<file path="src/sv/fpc_pkg.sv">
`timescale 1ns / 1ps

package fpc_pkg;

   // Frame and checksum constants
   localparam int unsigned MAX_PAYLOAD     = 256;
   localparam int unsigned UPDATE_BODY_LEN = 12;
   localparam logic [7:0]  CRC_INIT        = 8'hFF;
   localparam logic [7:0]  CRC_POLY        = 8'h31;

   // Configuration port geometry
   localparam int unsigned CSR_INDEX_W = 3;
   localparam int unsigned CSR_DATA_W  = 8;

   typedef enum logic [CSR_INDEX_W-1:0] {
      CSR_CODE_NACK           = 3'd0,
      CSR_CODE_ACK            = 3'd1,
      CSR_CODE_ID_REQUEST     = 3'd2,
      CSR_CODE_ID_RESPONSE    = 3'd3,
      CSR_CODE_UPDATE_REQUEST = 3'd4,
      CSR_CODE_PROGRAM_DATA   = 3'd5,
      CSR_CODE_CLI_DATA       = 3'd6
   } csr_index_type;

   // Type code reset values
   localparam logic [7:0] RST_CODE_NACK           = 8'd0;
   localparam logic [7:0] RST_CODE_ACK            = 8'd1;
   localparam logic [7:0] RST_CODE_ID_REQUEST     = 8'd2;
   localparam logic [7:0] RST_CODE_ID_RESPONSE    = 8'd3;
   localparam logic [7:0] RST_CODE_UPDATE_REQUEST = 8'd4;
   localparam logic [7:0] RST_CODE_PROGRAM_DATA   = 8'd5;
   localparam logic [7:0] RST_CODE_CLI_DATA       = 8'd6;

   typedef enum logic [3:0] {
      PH_IDLE   = 4'd0,
      PH_DST    = 4'd1,
      PH_TYPE   = 4'd2,
      PH_LEN_HI = 4'd3,
      PH_LEN_LO = 4'd4,
      PH_BODY   = 4'd5,
      PH_HASH   = 4'd6,
      PH_DONE   = 4'd7
   } phase_type;

   typedef enum logic [2:0] {
      KIND_NONE     = 3'd0,
      KIND_BODY     = 3'd1,
      KIND_GOOD     = 3'd2,
      KIND_BAD_HASH = 3'd3,
      KIND_UNKNOWN  = 3'd4,
      KIND_TOO_LONG = 3'd5
   } kind_type;

   // CRC-8, MSB first, one byte
   function automatic logic [7:0] crc8_update(input logic [7:0] crc, input logic [7:0] b);
      logic [7:0] c;
      c = crc ^ b;
      for (int i = 0; i < 8; i++) begin
         if (c[7]) begin
            c = {c[6:0], 1'b0} ^ CRC_POLY;
         end else begin
            c = {c[6:0], 1'b0};
         end
      end
      return c;
   endfunction

endpackage

</file>
<file path="src/sv/fpc_ifs.sv">
`timescale 1ns / 1ps

// Byte request channel
interface fpc_req_if;
   logic       valid;
   logic       ready;
   logic [7:0] data_byte;
   logic       frame_start;

   modport source (output valid, output data_byte, output frame_start, input ready);
   modport sink   (input valid, input data_byte, input frame_start, output ready);
endinterface

// Parse result channel
interface fpc_rsp_if;
   logic        valid;
   logic        ready;
   logic [2:0]  result_kind;
   logic [7:0]  body_byte;
   logic [15:0] body_index;
   logic [7:0]  sender_id;
   logic [7:0]  target_id;
   logic [7:0]  frame_type;
   logic [15:0] body_length;
   logic [7:0]  computed_hash;

   modport source (
      output valid, output result_kind, output body_byte, output body_index,
      output sender_id, output target_id, output frame_type,
      output body_length, output computed_hash, input ready
   );
   modport sink (
      input valid, input result_kind, input body_byte, input body_index,
      input sender_id, input target_id, input frame_type,
      input body_length, input computed_hash, output ready
   );
endinterface

</file>
<file path="src/sv/frame_parser_crc8_check_core.sv">
`timescale 1ns / 1ps

// Channel   Dir  Handshake      Payload
// req_ch    in   valid/ready    data_byte[7:0], frame_start
// rsp_ch    out  valid/ready    result_kind[2:0], body_byte, body_index[15:0],
//                               sender_id, target_id, frame_type,
//                               body_length[15:0], computed_hash
// csr_*     in   csr_we         csr_index[2:0], csr_wdata[7:0]
//
// One request in, one response out: the parse step and the CRC-8 byte update
// sit between the parser state registers and the response register, so a byte
// is taken every cycle and its response shows the next cycle.
// Reset (synchronous) returns the parser to idle, the CRC to 0xFF, held fields
// to zero and the type codes to their defaults; no clearing pass.
// A stalled response holds its register; requests keep flowing as long as the
// response register is empty or is being taken in the same cycle.

module frame_parser_crc8_check_core import fpc_pkg::*; (
   input  logic                   clock,
   input  logic                   reset,
   fpc_req_if.sink                req_ch,
   fpc_rsp_if.source              rsp_ch,
   input  logic                   csr_we,
   input  logic [CSR_INDEX_W-1:0] csr_index,
   input  logic [CSR_DATA_W-1:0]  csr_wdata
);

   // Type code registers
   logic [7:0] code_nack_ff, code_ack_ff, code_id_request_ff, code_id_response_ff;
   logic [7:0] code_update_request_ff, code_program_data_ff, code_cli_data_ff;

   // Parser state
   phase_type   phase_ff, phase_in;
   logic [7:0]  running_crc_ff, running_crc_in;
   logic [7:0]  held_source_ff, held_source_in;
   logic [7:0]  held_destination_ff, held_destination_in;
   logic [7:0]  held_type_ff, held_type_in;
   logic [15:0] held_length_ff, held_length_in;
   logic [15:0] bytes_seen_ff, bytes_seen_in;

   // Response register
   logic        rsp_valid_ff;
   kind_type    rsp_kind_ff, rsp_kind_in;
   logic [7:0]  rsp_body_byte_ff, rsp_body_byte_in;
   logic [15:0] rsp_body_index_ff, rsp_body_index_in;
   logic [7:0]  rsp_source_ff, rsp_destination_ff, rsp_type_ff, rsp_hash_ff;
   logic [15:0] rsp_length_ff;

   logic        req_fire;
   logic [7:0]  b;
   logic        start;
   logic [7:0]  crc_frame_start;
   logic [7:0]  crc_next_byte;
   logic        type_no_body, type_one_byte, type_update, type_len_prefixed;
   logic [15:0] len_word;
   logic        len_too_long;
   logic [15:0] seen_plus_one;
   logic        body_last;

   // Accept whenever the response slot is free or drains this cycle
   assign req_ch.ready = !rsp_valid_ff || rsp_ch.ready;
   assign req_fire     = req_ch.valid && req_ch.ready;
   assign b            = req_ch.data_byte;
   assign start        = req_ch.frame_start;

   assign crc_frame_start = crc8_update(CRC_INIT, b);
   assign crc_next_byte   = crc8_update(running_crc_ff, b);

   // Type decode; the first matching code in list order wins
   assign type_no_body      = (b == code_nack_ff) || (b == code_ack_ff) ||
                              (b == code_id_request_ff);
   assign type_one_byte     = (b == code_id_response_ff);
   assign type_update       = (b == code_update_request_ff);
   assign type_len_prefixed = (b == code_program_data_ff) || (b == code_cli_data_ff);

   // High length byte already sits in held_length_ff[15:8]
   assign len_word     = held_length_ff | {8'h00, b};
   assign len_too_long = len_word > 16'(MAX_PAYLOAD);

   assign seen_plus_one = bytes_seen_ff + 16'd1;
   assign body_last     = seen_plus_one >= held_length_ff;

   // Next phase
   always_comb begin
      phase_in = phase_ff;
      if (start) begin
         phase_in = PH_DST;
      end else begin
         unique case (phase_ff)
            PH_IDLE:   phase_in = PH_IDLE;
            PH_DST:    phase_in = PH_TYPE;
            PH_TYPE: begin
               priority if (type_no_body)      phase_in = PH_HASH;
               else if (type_one_byte)         phase_in = PH_BODY;
               else if (type_update)           phase_in = PH_BODY;
               else if (type_len_prefixed)     phase_in = PH_LEN_HI;
               else                            phase_in = PH_DONE;
            end
            PH_LEN_HI: phase_in = PH_LEN_LO;
            PH_LEN_LO: begin
               priority if (len_too_long)      phase_in = PH_DONE;
               else if (len_word == 16'd0)     phase_in = PH_HASH;
               else                            phase_in = PH_BODY;
            end
            PH_BODY:   phase_in = body_last ? PH_HASH : PH_BODY;
            PH_HASH:   phase_in = PH_DONE;
            PH_DONE:   phase_in = PH_DONE;
            default:   phase_in = PH_IDLE;
         endcase
      end
   end

   // Held fields, CRC and response contents
   always_comb begin
      running_crc_in      = running_crc_ff;
      held_source_in      = held_source_ff;
      held_destination_in = held_destination_ff;
      held_type_in        = held_type_ff;
      held_length_in      = held_length_ff;
      bytes_seen_in       = bytes_seen_ff;
      rsp_kind_in         = KIND_NONE;
      rsp_body_byte_in    = 8'h00;
      rsp_body_index_in   = 16'h0000;
      if (start) begin
         // Restart: drop any frame in progress silently
         held_source_in      = b;
         held_destination_in = 8'h00;
         held_type_in        = 8'h00;
         held_length_in      = 16'h0000;
         bytes_seen_in       = 16'h0000;
         running_crc_in      = crc_frame_start;
      end else begin
         unique case (phase_ff)
            PH_DST: begin
               held_destination_in = b;
               running_crc_in      = crc_next_byte;
            end
            PH_TYPE: begin
               held_type_in   = b;
               running_crc_in = crc_next_byte;
               bytes_seen_in  = 16'h0000;
               priority if (type_no_body) begin
                  held_length_in = 16'h0000;
               end else if (type_one_byte) begin
                  held_length_in = 16'd1;
               end else if (type_update) begin
                  held_length_in = 16'(UPDATE_BODY_LEN);
               end else if (type_len_prefixed) begin
                  held_length_in = 16'h0000;
               end else begin
                  held_length_in = 16'h0000;
                  rsp_kind_in    = KIND_UNKNOWN;
               end
            end
            PH_LEN_HI: begin
               held_length_in = {b, 8'h00};
               running_crc_in = crc_next_byte;
            end
            PH_LEN_LO: begin
               held_length_in = len_word;
               running_crc_in = crc_next_byte;
               if (len_too_long) begin
                  rsp_kind_in = KIND_TOO_LONG;
               end
            end
            PH_BODY: begin
               rsp_kind_in       = KIND_BODY;
               rsp_body_byte_in  = b;
               rsp_body_index_in = bytes_seen_ff;
               running_crc_in    = crc_next_byte;
               bytes_seen_in     = seen_plus_one;
            end
            PH_HASH: begin
               // The hash byte never enters the CRC
               rsp_kind_in = (b == running_crc_ff) ? KIND_GOOD : KIND_BAD_HASH;
            end
            default: begin
               // Idle or after a verdict: ignore bytes outside a frame
            end
         endcase
      end
   end

   // Configuration writes
   always_ff @(posedge clock) begin
      if (reset) begin
         code_nack_ff           <= RST_CODE_NACK;
         code_ack_ff            <= RST_CODE_ACK;
         code_id_request_ff     <= RST_CODE_ID_REQUEST;
         code_id_response_ff    <= RST_CODE_ID_RESPONSE;
         code_update_request_ff <= RST_CODE_UPDATE_REQUEST;
         code_program_data_ff   <= RST_CODE_PROGRAM_DATA;
         code_cli_data_ff       <= RST_CODE_CLI_DATA;
      end else if (csr_we) begin
         case (csr_index_type'(csr_index))
            CSR_CODE_NACK:           code_nack_ff           <= csr_wdata;
            CSR_CODE_ACK:            code_ack_ff            <= csr_wdata;
            CSR_CODE_ID_REQUEST:     code_id_request_ff     <= csr_wdata;
            CSR_CODE_ID_RESPONSE:    code_id_response_ff    <= csr_wdata;
            CSR_CODE_UPDATE_REQUEST: code_update_request_ff <= csr_wdata;
            CSR_CODE_PROGRAM_DATA:   code_program_data_ff   <= csr_wdata;
            CSR_CODE_CLI_DATA:       code_cli_data_ff       <= csr_wdata;
            default: begin
               // Drop writes to unmapped indexes
            end
         endcase
      end
   end

   // Parser state: advance only on an accepted request
   always_ff @(posedge clock) begin
      if (reset) begin
         phase_ff            <= PH_IDLE;
         running_crc_ff      <= CRC_INIT;
         held_source_ff      <= 8'h00;
         held_destination_ff <= 8'h00;
         held_type_ff        <= 8'h00;
         held_length_ff      <= 16'h0000;
         bytes_seen_ff       <= 16'h0000;
      end else if (req_fire) begin
         phase_ff            <= phase_in;
         running_crc_ff      <= running_crc_in;
         held_source_ff      <= held_source_in;
         held_destination_ff <= held_destination_in;
         held_type_ff        <= held_type_in;
         held_length_ff      <= held_length_in;
         bytes_seen_ff       <= bytes_seen_in;
      end
   end

   // Response valid
   always_ff @(posedge clock) begin
      if (reset) begin
         rsp_valid_ff <= 1'b0;
      end else if (req_fire) begin
         rsp_valid_ff <= 1'b1;
      end else if (rsp_ch.ready) begin
         rsp_valid_ff <= 1'b0;
      end
   end

   // Response payload: load with each accepted request, hold otherwise
   always_ff @(posedge clock) begin
      if (req_fire) begin
         rsp_kind_ff        <= rsp_kind_in;
         rsp_body_byte_ff   <= rsp_body_byte_in;
         rsp_body_index_ff  <= rsp_body_index_in;
         rsp_source_ff      <= held_source_in;
         rsp_destination_ff <= held_destination_in;
         rsp_type_ff        <= held_type_in;
         rsp_length_ff      <= held_length_in;
         rsp_hash_ff        <= running_crc_in;
      end
   end

   assign rsp_ch.valid          = rsp_valid_ff;
   assign rsp_ch.result_kind    = rsp_kind_ff;
   assign rsp_ch.body_byte      = rsp_body_byte_ff;
   assign rsp_ch.body_index     = rsp_body_index_ff;
   assign rsp_ch.sender_id      = rsp_source_ff;
   assign rsp_ch.target_id      = rsp_destination_ff;
   assign rsp_ch.frame_type     = rsp_type_ff;
   assign rsp_ch.body_length    = rsp_length_ff;
   assign rsp_ch.computed_hash  = rsp_hash_ff;

   // Every accepted request leaves a response behind
   a_req_gives_rsp: assert property (@(posedge clock) disable iff (reset)
      req_fire |=> rsp_valid_ff)
      else $error("accepted request produced no response");

   // Body phase only runs with a legal, nonzero length
   a_body_len_legal: assert property (@(posedge clock) disable iff (reset)
      (phase_ff == PH_BODY) |->
         (held_length_ff != 16'h0000) && (held_length_ff <= 16'(MAX_PAYLOAD)) &&
         (bytes_seen_ff < held_length_ff))
      else $error("body phase with bad length or count");

   // A body byte response always lies inside the announced body
   a_body_index_in_range: assert property (@(posedge clock) disable iff (reset)
      rsp_valid_ff && (rsp_kind_ff == KIND_BODY) |-> (rsp_body_index_ff < rsp_length_ff))
      else $error("body index beyond body length");

   // Non-body responses carry zero byte and index
   a_non_body_zero: assert property (@(posedge clock) disable iff (reset)
      rsp_valid_ff && (rsp_kind_ff != KIND_BODY) |->
         (rsp_body_byte_ff == 8'h00) && (rsp_body_index_ff == 16'h0000))
      else $error("non-body response with body data");

endmodule
</file>
<file path="src/flat_wrapper.sv">
// flat-port wrapper written by rule: the top's interface ports become plain ports
module frame_parser_crc8_check_core_flat import fpc_pkg::*;
  (clock, reset, csr_we, csr_index, csr_wdata, req_ch_valid, req_ch_data_byte, req_ch_frame_start, req_ch_ready, rsp_ch_valid, rsp_ch_result_kind, rsp_ch_body_byte, rsp_ch_body_index, rsp_ch_sender_id, rsp_ch_target_id, rsp_ch_frame_type, rsp_ch_body_length, rsp_ch_computed_hash, rsp_ch_ready);
  fpc_req_if req_ch_i ();
  fpc_rsp_if rsp_ch_i ();
  input  logic clock;
  input  logic reset;
  input  logic csr_we;
  input  logic [CSR_INDEX_W-1:0] csr_index;
  input  logic [CSR_DATA_W-1:0] csr_wdata;
  input wire logic [$bits(req_ch_i.valid)-1:0] req_ch_valid;
  input wire logic [$bits(req_ch_i.data_byte)-1:0] req_ch_data_byte;
  input wire logic [$bits(req_ch_i.frame_start)-1:0] req_ch_frame_start;
  output wire logic [$bits(req_ch_i.ready)-1:0] req_ch_ready;
  output wire logic [$bits(rsp_ch_i.valid)-1:0] rsp_ch_valid;
  output wire logic [$bits(rsp_ch_i.result_kind)-1:0] rsp_ch_result_kind;
  output wire logic [$bits(rsp_ch_i.body_byte)-1:0] rsp_ch_body_byte;
  output wire logic [$bits(rsp_ch_i.body_index)-1:0] rsp_ch_body_index;
  output wire logic [$bits(rsp_ch_i.sender_id)-1:0] rsp_ch_sender_id;
  output wire logic [$bits(rsp_ch_i.target_id)-1:0] rsp_ch_target_id;
  output wire logic [$bits(rsp_ch_i.frame_type)-1:0] rsp_ch_frame_type;
  output wire logic [$bits(rsp_ch_i.body_length)-1:0] rsp_ch_body_length;
  output wire logic [$bits(rsp_ch_i.computed_hash)-1:0] rsp_ch_computed_hash;
  input wire logic [$bits(rsp_ch_i.ready)-1:0] rsp_ch_ready;
  assign req_ch_i.valid = req_ch_valid;
  assign req_ch_i.data_byte = req_ch_data_byte;
  assign req_ch_i.frame_start = req_ch_frame_start;
  assign req_ch_ready = req_ch_i.ready;
  assign rsp_ch_valid = rsp_ch_i.valid;
  assign rsp_ch_result_kind = rsp_ch_i.result_kind;
  assign rsp_ch_body_byte = rsp_ch_i.body_byte;
  assign rsp_ch_body_index = rsp_ch_i.body_index;
  assign rsp_ch_sender_id = rsp_ch_i.sender_id;
  assign rsp_ch_target_id = rsp_ch_i.target_id;
  assign rsp_ch_frame_type = rsp_ch_i.frame_type;
  assign rsp_ch_body_length = rsp_ch_i.body_length;
  assign rsp_ch_computed_hash = rsp_ch_i.computed_hash;
  assign rsp_ch_i.ready = rsp_ch_ready;
  frame_parser_crc8_check_core u_core (.clock(clock), .reset(reset), .req_ch(req_ch_i), .rsp_ch(rsp_ch_i), .csr_we(csr_we), .csr_index(csr_index), .csr_wdata(csr_wdata));
endmodule
</file>
<file path="config.mk">
export PLATFORM = sky130hd
export DESIGN_NAME = frame_parser_crc8_check_core_flat
export DESIGN_NICKNAME = d
export VERILOG_FILES = /design/src/sv/fpc_pkg.sv /design/src/sv/fpc_ifs.sv /design/src/sv/frame_parser_crc8_check_core.sv /design/src/flat_wrapper.sv
export SDC_FILE = /design/constraint.sdc
export NUM_CORES = 1
export LEC_CHECK = 0
export BUFFER_PORTS_ARGS = -buffer_cell sky130_fd_sc_hd__buf_2
export CAP_MARGIN = 5
export CORE_ASPECT_RATIO = 1.5
export CORE_MARGIN = 4
export CORE_UTILIZATION = 25
export CTS_BUF_LIST = sky130_fd_sc_hd__clkbuf_4
export DETAILED_ROUTE_END_ITERATION = 10
export PLACE_DENSITY_LB_ADDON = 0.08
export REMOVE_ABC_BUFFERS = 1
export SYNTH_ARGS = -nofsm -noshare
export SYNTH_HDL_FRONTEND = slang
export SYNTH_SLANG_ARGS = --single-unit
</file>
<file path="constraint.sdc">
create_clock -name clock -period 9 [get_ports clock]
set_input_delay 0.9 -clock clock [delete_from_list [all_inputs] [get_ports clock]]
set_output_delay 0.9 -clock clock [all_outputs]
set_load 0.03 [all_outputs]
</file>
==> run metrics <==
Synth Instances=1093; fraction of final layout cells sized beyond drive strength 1=0.139; pin count of the biggest net entering global routing=89; sequential power share=0.567; Routed Antenna Nets=0; Setup Skew=0.0301 ns; worst IR drop on VDD=0.0605 mV; Starting DRT DRC Count=between 300 and 400; global route total overflow=0; Worst Setup Start Kind=flop; Die Y-Extent=250 um; vias in the first global route=7820; I/O Pins=a little over 100; post-DP HPWL=slightly above 20000 um; M1 WL=around 13000 um; number of synthesized flops with an enable pin=75; nets@finish=1193; Yosys warning total=0; Worst Tran Pin Value=1.14 ns; worst-skew pair later-pin latency=0.65 ns; CP Data Arrival Time=about 4.0 ns; clock network power share=0.271; initial antenna violation count=1; reg2reg setup slack=5.54 ns; post-synthesis cell area=0.00974 mm^2; combinational power share=0.162; max_cap viols=0; Clk pin slew, worst setup/hold paths=between 0.15 and 0.2 ns; Int Pwr=between 0.001 and 0.0015 W; first-pass GRT wire length=47600 um; # rows=88; Post-CTS Hold Buffers=0; worst relative slew slack=0.241; met2 routed WL=16600 um; post-synth top area share=0.255; Via density=4.63; Worst EP required=9.55 ns; die area=0.0422 mm^2; DRT Wirelength=30600 um; vias=7705; async set or reset register ratio after synthesis=0; NetSw=0.000545 W; Post-route DRC=0; placed instance count=approximately 1600; # Post-CTS Setup Buffers=0; Top Layer Used=met4; GP Congestion=between 0.7 and 0.8; sequential share of the synthesized area=0.486; Max Root-Sink Buffers=2; core area=0.0385 mm^2; #FFs+latches synth=199; synth top area cells=dfxtp_1 25%, edfxtp_1 23%, nand2_1 9.5%, a21oi_1 6.9%, xnor2_1 5.5%; P_leak=about 4 nW; hold_sp=u_core.held_source_ff[5]; outcome=complete, no violations; WL/cell=~18 um; Min-Delay Path Class=reg2reg; RR Endpoint=u_core.phase_ff[1]; fin crit period=3.46 ns; max-slew violations=0; final hold vios=0; CTS buffer count=17; top-count cell post-synth=nand2_1; PD cells=160 mW/mm^2; Layout area overhead=11.9%; initial core utilization=0.253; post-cts resize count=0; Final TNS setup=0 ns; Top FF cell, synth=dfxtp_1; Setup CP Type=reg2reg; gr usage total=0.146; DR WL met3=886 um; DRT Pass-1 Iters=4; sw frac=0.312; TritonCTS clock tree=yes; Hold Path Stages=2; CP Max Fanout=7; Synth area leader=dfxtp_1; root buf cell=clkbuf_4; RSZ-0062 raised after global routing=no; final std cells w/o fill=roughly 1700; Port Buffer Count=101; synth unique cells=69; R2R Path Start=u_core.bytes_seen_ff[0]; Worst Hold Path EP=u_core.held_source_ff[5]; Commonest cells post-synth=247 x nand2_1, 134 x a21oi_1, 124 x dfxtp_1; Final setup viols=0; syn_area_per_cell=8.91 um^2; CP Capture Type=flop; Die W=roughly 170 um; H-tree depth=4; maximum clock frequency=289 MHz; Tcrit/Tclk final=0.384; Reg2Reg Depth=13; clk sink count=199
per-stage QoR:
stage,hold WS [ns],total power (W),setup slack (ns),instance area [um^2],util
after floorplan,0.428,0.00119,3.42,9430,-
after detailed placement,0.446,0.00130,5.56,10600,0.276
after global routing,0.418,0.00185,5.19,10900,0.283
final,0.461,0.00175,5.54,10900,0.283
after global placement,0.439,0.00130,5.56,10600,0.276
after CTS,0.404,0.00179,5.55,10900,0.282
layer usage:
layer  global-route usage  vias to the layer above
met5                    0                        -
met1                0.168                     3707
met2                0.275                      115
li1                     -                     3859
met3               0.0254                       24
met4               0.0384                        0
state kept, by name (all words and copies together) (netlist names), 16 cells and up:
name	count
u_core.bytes_seen_ff	16
u_core.rsp_ch.body_index	16
u_core.held_length_ff	16
u_core.rsp_ch.body_length	16
cells by family after synthesis:
kind of cell / Yosys count / synth area share
adders and majority gates: 17 / 0.0218
and+or+nand+nor: 451 / 0.211
AOI/OAI and AO/OA: 216 / 0.126
xor gates and xnor gates: 108 / 0.104
muxes: 10 / 0.0113
buffers and inverters: 92 / 0.0398
DFF: 199 / 0.486
worst max-delay path: stages, from the launching register on:
cell	delay, ns
dfxtp_1	0.48
ha_1	0.27
nand3_1	0.19
nor2_2	0.29
and3_1	0.31
nand3_1	0.14
xnor2_1	0.15
ha_1	0.29
o21a_1	0.11
o21a_1	0.15
o21ai_0	0.24
a31oi_1	0.13
o311a_1	0.36
a311o_1	0.26
final cells by class:
class | count | area, um^2
antenna | 5 | 12.5
clock buffer | 17 | 128
clock inverter | 15 | 126
fill | 4216 | 27600
inverter | 21 | 81.3
multi-input combinational | 802 | 4620
sequential | 199 | 4730
tap | 495 | 619
timing repair buffer | 110 | 576
power by group through the flow:
| stage | clock network, W | registers [W] | logic (W) |
|---|---|---|---|
| finish | 0.000474 | 0.000991 | 0.000283 |
| global route | 0.000538 | 0.000996 | 0.000311 |
| CTS | 0.000507 | 0.000993 | 0.000291 |
| detailed placement | 0 | 0.00101 | 0.000291 |
| global placement | 0 | 0.00101 | 0.000291 |
| floorplan | 0 | 0.00105 | 0.000140 |
layout by cell type (no fill, tap or decap), types with 18 or more instances in the layout:
| master | n |
|---|---|
| dfxtp_1 | 124 |
| xnor2_1 | 61 |
| nand2_1 | 246 |
| buf_2 | 100 |
| and2_1 | 26 |
| nor3_1 | 18 |
| a21oi_1 | 134 |
| nor2_1 | 64 |
| edfxtp_1 | 75 |
| nand3_1 | 26 |
| o21ai_0 | 31 |
| inv_1 | 19 |
| xor2_1 | 42 |
how the worst max path moves through the flow:
| stage | start | end |
|---|---|---|
| 6_report | u_core.bytes_seen_ff[0] | u_core.phase_ff[1] |
| 3_5_place_dp | rsp_ch_ready | u_core.held_length_ff[15] |
| 5_1_grt | u_core.bytes_seen_ff[0] | u_core.phase_ff[1] |
| 3_3_place_gp | rsp_ch_ready | u_core.held_length_ff[9] |
| 2_1_floorplan | rsp_ch_ready | u_core.bytes_seen_ff[3] |
| 4_1_cts | u_core.bytes_seen_ff[0] | u_core.phase_ff[1] |
No activity file was read; power rests on OpenSTA's default activity.
